**src/rtl/mnpc_pkg.sv**
```systemverilog
// Shared types and constants for the mixed numeric predicate compare block.
package mnpc_pkg;

    typedef enum logic [1:0] {
        KIND_SINT  = 2'd0,
        KIND_UINT  = 2'd1,
        KIND_FLOAT = 2'd2,
        KIND_ALT   = 2'd3
    } t_kind;

    typedef enum logic [2:0] {
        REL_EQ = 3'd0,
        REL_NE = 3'd1,
        REL_LT = 3'd2,
        REL_LE = 3'd3,
        REL_GT = 3'd4,
        REL_GE = 3'd5,
        REL_X6 = 3'd6,
        REL_X7 = 3'd7
    } t_rel;

    localparam logic [1:0] CFG_RELATION = 2'd0;
    localparam logic [1:0] CFG_EXP_KIND = 2'd1;
    localparam logic [1:0] CFG_EXP_VAL  = 2'd2;

    typedef struct packed {
        logic [1:0]  actual_kind;
        logic [63:0] actual_value;
    } t_in;

    typedef struct packed {
        logic satisfied;
        logic status;
    } t_out;

    // Operand mapped to a common form: key = 2^64 + integer part, as 66-bit
    // two's complement (floor for floats, clamped), plus a fraction flag.
    // Floats also carry a monotonic 64-bit key for float-to-float order.
    typedef struct packed {
        logic        nonfinite;
        logic [65:0] key;
        logic        frac;
        logic        is_float;
        logic [63:0] fkey;
    } t_norm;

    typedef struct packed {
        logic less;
        logic equal;
        logic unord;
    } t_ord;

endpackage

```
**src/rtl/mnpc_norm.sv**
```systemverilog
// Operand normalizer: maps an int64, uint64 or binary64 pattern to a floor key.
module mnpc_norm (
    input  logic [1:0]          i_kind,
    input  logic [63:0]         i_value,
    output mnpc_pkg::t_norm     o_norm
);
    import mnpc_pkg::*;

    logic        w_sign;
    logic [10:0] w_exp;
    logic [52:0] w_mant;
    logic [64:0] w_mag;
    logic        w_frac;
    logic [63:0] w_fracmask;
    logic [11:0] w_sh;

    assign w_sign = i_value[63];
    assign w_exp  = i_value[62:52];
    assign w_mant = {1'b1, i_value[51:0]};

    always_comb begin
        w_mag      = '0;
        w_frac     = 1'b0;
        w_fracmask = '0;
        w_sh       = 12'd0;
        if (w_exp == 11'd0) begin
            // zero or subnormal: magnitude below one
            w_frac = (i_value[51:0] != 52'd0);
        end else if (w_exp < 11'd1023) begin
            w_frac = 1'b1;
        end else if (w_exp >= 11'd1087) begin
            // at or beyond 2^64: clamp to 2^64
            w_mag = 65'h1_0000_0000_0000_0000;
        end else if (w_exp >= 11'd1075) begin
            w_sh  = {1'b0, w_exp} - 12'd1075;
            w_mag = {12'd0, w_mant} << w_sh[5:0];
        end else begin
            w_sh       = 12'd1075 - {1'b0, w_exp};
            w_mag      = {12'd0, w_mant >> w_sh[5:0]};
            w_fracmask = (64'd1 << w_sh[5:0]) - 64'd1;
            w_frac     = (({11'd0, w_mant} & w_fracmask) != 64'd0);
        end
    end

    always_comb begin
        o_norm.nonfinite = 1'b0;
        o_norm.frac      = 1'b0;
        o_norm.is_float  = 1'b0;
        o_norm.fkey      = '0;
        case (i_kind)
            KIND_SINT: o_norm.key = {2'b00, ~i_value[63], i_value[62:0]} +
                                    66'h0_8000_0000_0000_0000;
            KIND_UINT: o_norm.key = {2'b01, i_value};
            default: begin
                o_norm.nonfinite = (w_exp == 11'h7FF);
                o_norm.is_float  = 1'b1;
                // sign-magnitude to monotonic order, both zeros folded together
                if (i_value[62:0] == 63'd0) begin
                    o_norm.fkey = 64'h8000_0000_0000_0000;
                end else if (w_sign) begin
                    o_norm.fkey = ~i_value;
                end else begin
                    o_norm.fkey = {1'b1, i_value[62:0]};
                end
                if (!w_sign) begin
                    o_norm.key  = {1'b0, w_mag} + 66'h1_0000_0000_0000_0000;
                    o_norm.frac = w_frac;
                end else begin
                    // floor of a negative value: -(mag + frac)
                    o_norm.key  = 66'h1_0000_0000_0000_0000 - {1'b0, w_mag} -
                                  {65'd0, w_frac};
                    o_norm.frac = w_frac;
                end
            end
        endcase
    end
endmodule

```
**src/rtl/mnpc_cmp.sv**
```systemverilog
// Key comparator: orders two normalized operands.
module mnpc_cmp (
    input  mnpc_pkg::t_norm i_a,
    input  mnpc_pkg::t_norm i_b,
    output mnpc_pkg::t_ord  o_ord
);
    import mnpc_pkg::*;

    logic w_kl, w_ke;
    logic w_fl, w_fe;
    assign w_kl = i_a.key < i_b.key;
    assign w_ke = i_a.key == i_b.key;
    assign w_fl = i_a.fkey < i_b.fkey;
    assign w_fe = i_a.fkey == i_b.fkey;

    always_comb begin
        o_ord.unord = i_a.nonfinite | i_b.nonfinite;
        if (i_a.is_float && i_b.is_float) begin
            // two floats: order on the full value, not the clamped floor
            o_ord.equal = w_fe;
            o_ord.less  = w_fl;
        end else begin
            o_ord.equal = w_ke && (i_a.frac == i_b.frac);
            o_ord.less  = w_kl || (w_ke && !i_a.frac && i_b.frac);
        end
    end
endmodule

```
**src/rtl/mixed_numeric_predicate_compare.sv**
```systemverilog
// Top level: exact compare of a tagged number against a configured number.
//   channel  | direction | handshake
//   input    | in        | i_valid / o_stall, payload i_data
//   output   | out       | o_valid / i_stall, payload o_data
// Three register stages: normalize, order, relation.
// One transaction per cycle when the output side does not stall.
// A stall holds every stage; a bubble in a stage is filled while stalled.
// Synchronous active-low reset clears valid bits and configuration.
module mixed_numeric_predicate_compare (
    input  logic             i_clk,
    input  logic             i_rst_n,
    input  logic             i_valid,
    output logic             o_stall,
    input  mnpc_pkg::t_in    i_data,
    output logic             o_valid,
    input  logic             i_stall,
    output mnpc_pkg::t_out   o_data,
    input  logic             i_cfg_we,
    input  logic [1:0]       i_cfg_addr,
    input  logic [63:0]      i_cfg_data
);
    import mnpc_pkg::*;

    logic [2:0]  r_rel;
    logic [1:0]  r_ekind;
    logic [63:0] r_eval;

    t_norm w_na, w_nb, r_na, r_nb;
    t_ord  w_ord, r_ord;
    t_out  r_out, n_out;
    logic  r_v1, r_v2, r_v3;
    logic  w_en1, w_en2, w_en3;

    always_ff @(posedge i_clk) begin
        if (!i_rst_n) begin
            r_rel   <= '0;
            r_ekind <= '0;
            r_eval  <= '0;
        end else if (i_cfg_we) begin
            case (i_cfg_addr)
                CFG_RELATION: r_rel   <= i_cfg_data[2:0];
                CFG_EXP_KIND: r_ekind <= i_cfg_data[1:0];
                CFG_EXP_VAL:  r_eval  <= i_cfg_data;
                default: ;
            endcase
        end
    end

    mnpc_norm u_na (.i_kind(i_data.actual_kind), .i_value(i_data.actual_value),
                    .o_norm(w_na));
    mnpc_norm u_nb (.i_kind(r_ekind), .i_value(r_eval), .o_norm(w_nb));
    mnpc_cmp  u_cmp (.i_a(r_na), .i_b(r_nb), .o_ord(w_ord));

    assign w_en3   = !r_v3 || !i_stall;
    assign w_en2   = !r_v2 || w_en3;
    assign w_en1   = !r_v1 || w_en2;
    assign o_stall = !w_en1;

    always_comb begin
        n_out.status    = r_ord.unord;
        n_out.satisfied = 1'b0;
        if (!r_ord.unord) begin
            case (t_rel'(r_rel))
                REL_EQ: n_out.satisfied = r_ord.equal;
                REL_NE: n_out.satisfied = !r_ord.equal;
                REL_LT: n_out.satisfied = r_ord.less;
                REL_LE: n_out.satisfied = r_ord.less || r_ord.equal;
                REL_GT: n_out.satisfied = !r_ord.less && !r_ord.equal;
                REL_GE: n_out.satisfied = !r_ord.less;
                default: n_out.satisfied = 1'b0;
            endcase
        end
    end

    always_ff @(posedge i_clk) begin
        if (!i_rst_n) begin
            r_v1 <= 1'b0;
            r_v2 <= 1'b0;
            r_v3 <= 1'b0;
        end else begin
            if (w_en1) r_v1 <= i_valid;
            if (w_en2) r_v2 <= r_v1;
            if (w_en3) r_v3 <= r_v2;
        end
    end

    always_ff @(posedge i_clk) begin
        if (w_en1) begin
            r_na <= w_na;
            r_nb <= w_nb;
        end
        if (w_en2) r_ord <= w_ord;
        if (w_en3) r_out <= n_out;
    end

    assign o_valid = r_v3;
    assign o_data  = r_out;
endmodule

```
**config.mk**
```make
export PLATFORM = sky130hd
export DESIGN_NAME = mixed_numeric_predicate_compare
export DESIGN_NICKNAME = d
export VERILOG_FILES = /design/src/rtl/mnpc_pkg.sv /design/src/rtl/mnpc_norm.sv /design/src/rtl/mnpc_cmp.sv /design/src/rtl/mixed_numeric_predicate_compare.sv
export SDC_FILE = /design/constraint.sdc
export NUM_CORES = 2
export LEC_CHECK = 0
export BUFFER_PORTS_ARGS = -buffer_cell sky130_fd_sc_hd__buf_2
export CAP_MARGIN = 20
export CORE_AREA = 10 10 351 353
export CTS_CLUSTER_DIAMETER = 120
export DETAILED_ROUTE_END_ITERATION = 12
export DIE_AREA = 0 0 361 363
export PLACE_DENSITY_LB_ADDON = 0.08
export SYNTH_ARGS = -nofsm -noshare
export SYNTH_HDL_FRONTEND = slang
export SYNTH_SLANG_ARGS = --single-unit
```
**constraint.sdc**
```tcl
create_clock -name i_clk -period 11.8 [get_ports i_clk]
set_input_delay 1.18 -clock i_clk [delete_from_list [all_inputs] [get_ports i_clk]]
set_output_delay 1.18 -clock i_clk [all_outputs]
set_load 0.1 [all_outputs]
```
=== Word-level counts from Yosys, hierarchy flattened ===
Index checks and enable logic that the tools add are counted.

* Bits of input ports: 137
* Word-level logic and storage cells: 137
* Register bits after elaboration: 343
* Output and inout port bits: 4

* Add/sub/neg operators: 14
* $lt $le $gt $ge: 8
* Reduce and logical (&&, ||, !) cells: 37
* Multiplexer cells: 28
* Bitwise gates (word level): 7
* Equality and inequality tests: 14
* Shifts and indexed selects: 6

{| class="wikitable"
|+ Operators with widths
! kind !! number
|-
| $mux W65 || 10
|-
| $pmux W66 S2 || 2
|-
| $mux W64 || 4
|-
| $mux W67 || 2
|-
| $add A65 B65 Y66 const B || 2
|-
| $sub A65 B65 Y66 const A || 2
|-
| $sub A66 B1 Y66 || 2
|-
| $add A64 B64 Y65 const B || 2
|-
| $shl A53 B6 Y65 || 2
|-
| $and A53 B64 Y64 || 2
|-
| $not A64 Y64 || 2
|-
| $reduce_bool A64 Y1 || 2
|-
| $shl A1 B6 Y64 const A || 2
|-
| $sub A64 B1 Y64 const B || 2
|-
| $logic_not A63 Y1 || 2
|-
| $shr A53 B6 Y53 || 2
|-
| $reduce_bool A52 Y1 || 2
|-
| $eq A66 B66 Y1 || 1
|-
| $lt A66 B66 Y1 || 1
|-
| $eq A64 B64 Y1 || 1
|-
| $lt A64 B64 Y1 || 1
|-
| $ge A11 B11 Y1 const B || 4
|-
| $eq A11 B11 Y1 const B || 2
|-
| $logic_not A11 Y1 || 2
|-
| 22 further kinds || 58
|}

=== Depth between registers and ports, before layout ===
* Word-level depth: 12
* Mapped depth: 36
* Depth with buffers taken out: 30

=== Modules after synthesis ===
Synthesis repeated with hierarchy kept, for this count alone.

* Cell total of the unflattened synthesis: 6,100
* Area, all modules: 46,781.1 um^2

{| class="wikitable"
|+ Modules (own cells, without submodules)
! module !! instances !! cells an instance !! area each (um^2)
|-
| mnpc_norm (u_nb) || 1 || 2,525 || 16,284.4
|-
| mnpc_norm (u_na) || 1 || 2,516 || 16,256.8
|-
| mixed_numeric_predicate_compare || 1 || 588 || 10,895.4
|-
| mnpc_cmp || 1 || 471 || 3,344.5
|}

=== Worst setup path after synthesis ===
Ideal clock, no wire load.

* Path type: input -> output
* Start: input port i_stall
* End: output port o_stall
* Data arrival time: 9.775 ns
* Setup slack: 0.845 ns
* Required time: 10.620 ns
* Stages on the path: 3
* Path through: and3_1 > nand2_1 > inv_1

* Cells in the longest elaborated chain, start to end: 5

{| class="wikitable"
|+ RTL lines
! what !! line !! source
|-
| start, declared || mixed_numeric_predicate_compare.sv:16 || <nowiki>input logic i_stall,</nowiki>
|-
| $logic_not A1 Y1 || mixed_numeric_predicate_compare.sv:54 || <nowiki>assign w_en3 = !r_v3 || !i_stall;</nowiki>
|-
| $logic_or A1 B1 Y1 || mixed_numeric_predicate_compare.sv:54 ||
|-
| $logic_or A1 B1 Y1 || mixed_numeric_predicate_compare.sv:55 || <nowiki>assign w_en2 = !r_v2 || w_en3;</nowiki>
|-
| $logic_or A1 B1 Y1 || mixed_numeric_predicate_compare.sv:56 || <nowiki>assign w_en1 = !r_v1 || w_en2;</nowiki>
|-
| $logic_not A1 Y1 || mixed_numeric_predicate_compare.sv:57 || <nowiki>assign o_stall = !w_en1;</nowiki>
|-
| end, declared || mixed_numeric_predicate_compare.sv:13 || <nowiki>output logic o_stall,</nowiki>
|}

No other way between the ends.

==> results.sh <==
export IMPL_run_status="finished clean"
export IMPL_worst_pin_slew_ns=1.25
export IMPL_dr_pass1_iters=6
export IMPL_first_iter_violations=6644
export IMPL_holdCritStartpoint="n_out[0]"
export IMPL_finalSetupViolCount=0
export IMPL_yosysWarnings=0
export IMPL_die_x_um=361
export IMPL_final_cells=7391
export IMPL_setup_tns_ns=0
export IMPL_postSynthNetCount=6463
export IMPL_rsz0062_at_grt="false"
export IMPL_clockPowerShare_pct=28.5
export IMPL_cts_buffers=42
export IMPL_p_sw_share_pct=39.8
export IMPL_rows=125
export IMPL_path_clk_slew_ns=0.07
export IMPL_crit_arrival_ns=9.79
export IMPL_maxCapViolCount=0
export IMPL_start_kind="input port"
export IMPL_reg2reg_to="r_nb[129]"
export IMPL_clock_path_buffers=3
export IMPL_grtUsageTotal_pct=33.8
export IMPL_dp_cells=7296
export IMPL_yosys_register_bits=343
export IMPL_antenna_left=0
export IMPL_slew_violations=0
export IMPL_syn_area_sq_um=46200
export IMPL_r2r_start="r_eval[53]"
export IMPL_finalCritPeriodShare_pct=80.3
export IMPL_rr_worst_depth=29
export IMPL_hpwl_mm=173
export IMPL_synth_yosys_seq_area_share_pct=20.7
export IMPL_hold_viol_final=0
export IMPL_ioPinCount=141
export IMPL_crit_path_max_incr_delay_ns=0.64
export IMPL_min_path_type="reg2reg"
export IMPL_post_cts_setup_buffer_count=0
export IMPL_drc=0
export IMPL_leakagePower_uw=0.0202
export IMPL_cts_resized=0
export IMPL_pwr_share_comb_pct=40.3
export IMPL_num_vias=48900
export IMPL_crit_top_cell="ha_1"
export IMPL_start_util_pct=39.9
export IMPL_yosysTopAreaCellShare_pct=17.6
export IMPL_cts_htree_levels=2
export IMPL_grt_pass1_wl_mm=331
export IMPL_final_cell_mix="783 x nand2_1, 619 x nor2_1, 578 x a21oi_1, 390 x o21ai_0, 337 x inv_1"
export IMPL_r2r_slack_ns=2.46
export IMPL_cp_max_fo=45
export IMPL_seq_power_share_pct=31.2
export IMPL_internal_power_uw=2790
export IMPL_slew_headroom_pct=16.4
export IMPL_worst_path_max_delay_cell="o31ai_1"
export IMPL_p_per_area_nw_per_um2=93.9
export IMPL_switchingPower_uw=1840
export IMPL_nNetsFinal=6239
export IMPL_yosysUniqueCellTypes=112
export IMPL_via_per_inst=6.62
export IMPL_area_growth_pct=6.78
export IMPL_synth_largest_area_cell="edfxtp_1"
export IMPL_whs_path_depth=0
export IMPL_finClkSkew_ns=0.0734
export IMPL_mostFrequentLayoutCell="nand2_1"
export IMPL_ir_drop_uv=118
export IMPL_fillers=12100
export IMPL_endpoint_kind="register"
export IMPL_grt_max_degree=161
export IMPL_critical_path_class="in2reg"
export IMPL_synth_flop_cell="edfxtp_1"
export IMPL_syn_inst=6044
export IMPL_hold_end="o_data[0]"
export IMPL_drt_wl_total_mm=233
export IMPL_clock_latency_ns=0.62
export IMPL_cts_sink_count=343
export IMPL_clockRootBuffer="clkbuf_16"
export IMPL_final_min_clock_period_ns=9.48
export IMPL_first_global_vias=46200
export IMPL_io_buffer_count=140
export IMPL_place_area_sq_um=47800
export IMPL_place_congestion=1.00
export IMPL_async_reset_ff_share_pct=0
export IMPL_max_freq_mhz=106
export IMPL_die_h_um=363
export IMPL_cp_required_ns=12.12
export IMPL_dieArea_sq_um=131000
export IMPL_antenna_found_initial=20
export IMPL_final_area_sq_um=49300
export IMPL_ctsHoldBuffers=0
export IMPL_coreArea_sq_um=116000
export IMPL_synth_edf_count=271
export IMPL_tritoncts="yes"
export IMPL_wire_per_inst_um=31.5
export IMPL_synthTopCellsByArea="edfxtp_1 18%, mux4_2 8.6%, ha_1 7.6%"
export IMPL_drive_above_1_share_pct=11.3
export IMPL_avgSynthCellArea_sq_um=7.64
export IMPL_gr_total_overflow=0
[cells in the mapped netlist, drive strengths merged, types with 28 or more instances]
cell type / instances
nand2: 788
a31oi: 68
nand4: 116
ha: 282
nor4: 43
inv: 344
buf: 143
o22ai: 54
o21a: 48
o21ai: 410
xor2: 58
dfxtp: 72
xnor2: 214
and3: 39
o211ai: 45
a21oi: 582
a21o: 168
a21boi: 83
nand2b: 34
o221ai: 31
a221oi: 29
nor2b: 49
a211oi: 65
edfxtp: 271
nand3: 92
mux2i: 225
nor3: 79
and2: 28
o21bai: 38
clkbuf: 394
mux2: 37
nor2: 621
mux4: 176
[layer usage]
metal  global-route usage [%]  vias up  part of all wire [%]
li1                         -    21600                     -
met1                     45.7    23800                    42
met2                     50.2     2955                    42
met3                     10.5      554                    12
met4                     12.5       12                   4.4
met5                    0.218        -                 0.044
[cells by family (layout without fill, tap and decap cells)]
group	Yosys count	after routing	synth area share, %
and+or+nand+nor	1985	1985	19.2
AOI/OAI and AO/OA	1841	1841	25.3
buffers and inverters	883	693	7.56
muxes	438	438	14.4
DFF	343	343	20.7
adders and majority gates	282	282	7.64
xor gates and xnor gates	272	272	5.16
other	0	13	0
[final cells by class]
cell class	instances	area, sq um	share of cell area [%]
multi-input cells	4818	33400	67.6
flip-flops and latches	343	9590	19.4
well taps	1524	1910	3.87
repair buffers	269	1720	3.50
inverters	346	1300	2.63
clock buffers	54	1120	2.27
clock inverters	24	283	0.573
diodes	13	32.5	0.0660
[worst max path at each step]
stage / from / endpoint / slack (ns) / cells after the start
floorplan: i_stall / o_stall / 0.85 / 3
global placement: i_data[54] / r_na[119] / 2.03 / 31
detailed placement: i_data[54] / r_na[131] / 1.95 / 31
CTS: r_eval[53] / r_nb[129] / 2.24 / 28
global route: i_data[54] / r_na[131] / 1.88 / 31
finish: i_data[54] / r_na[119] / 2.32 / 31
[sequential cells by signal, summed over array words and instances (netlist names)]
name	flops
r_ekind	2
n_out	1
r_v1	1
r_eval	64
r_rel	3
o_valid	1
r_nb	133
r_v2	1
r_na	133
o_data	2
r_ord	2
[power groups by stage]
stage | clock (uW) | combinational, uW | sequential, uW
global placement | 0 | 1790 | 1470
global route | 1400 | 1990 | 1450
detailed placement | 0 | 1790 | 1470
finish | 1320 | 1870 | 1450
CTS | 1350 | 1800 | 1450
floorplan | 0 | 1230 | 1430
[critical path: cells and delay by family]
kind / cells / cell delay, ns
compound gates: 11 / 3.64
fa+ha+maj: 5 / 1.51
buf+inv: 5 / 1.10
simple gates: 8 / 2.05
mux: 1 / 0.14
xor+xnor: 1 / 0.12
[metrics by stage]
| stage | hold WS (ns) | setup slack, ns | power [uW] | utilization, % |
|---|---|---|---|---|
| floorplan | 0.427 | 0.845 | 2660 | - |
| global placement | 0.458 | 2.03 | 3270 | 41.3 |
| detailed placement | 0.447 | 1.95 | 3260 | 41.3 |
| CTS | 0.477 | 2.24 | 4600 | 42.5 |
| global route | 0.483 | 1.88 | 4840 | 42.5 |
| finish | 0.471 | 2.32 | 4630 | 42.6 |
Power figures use the tool's default switching activity.
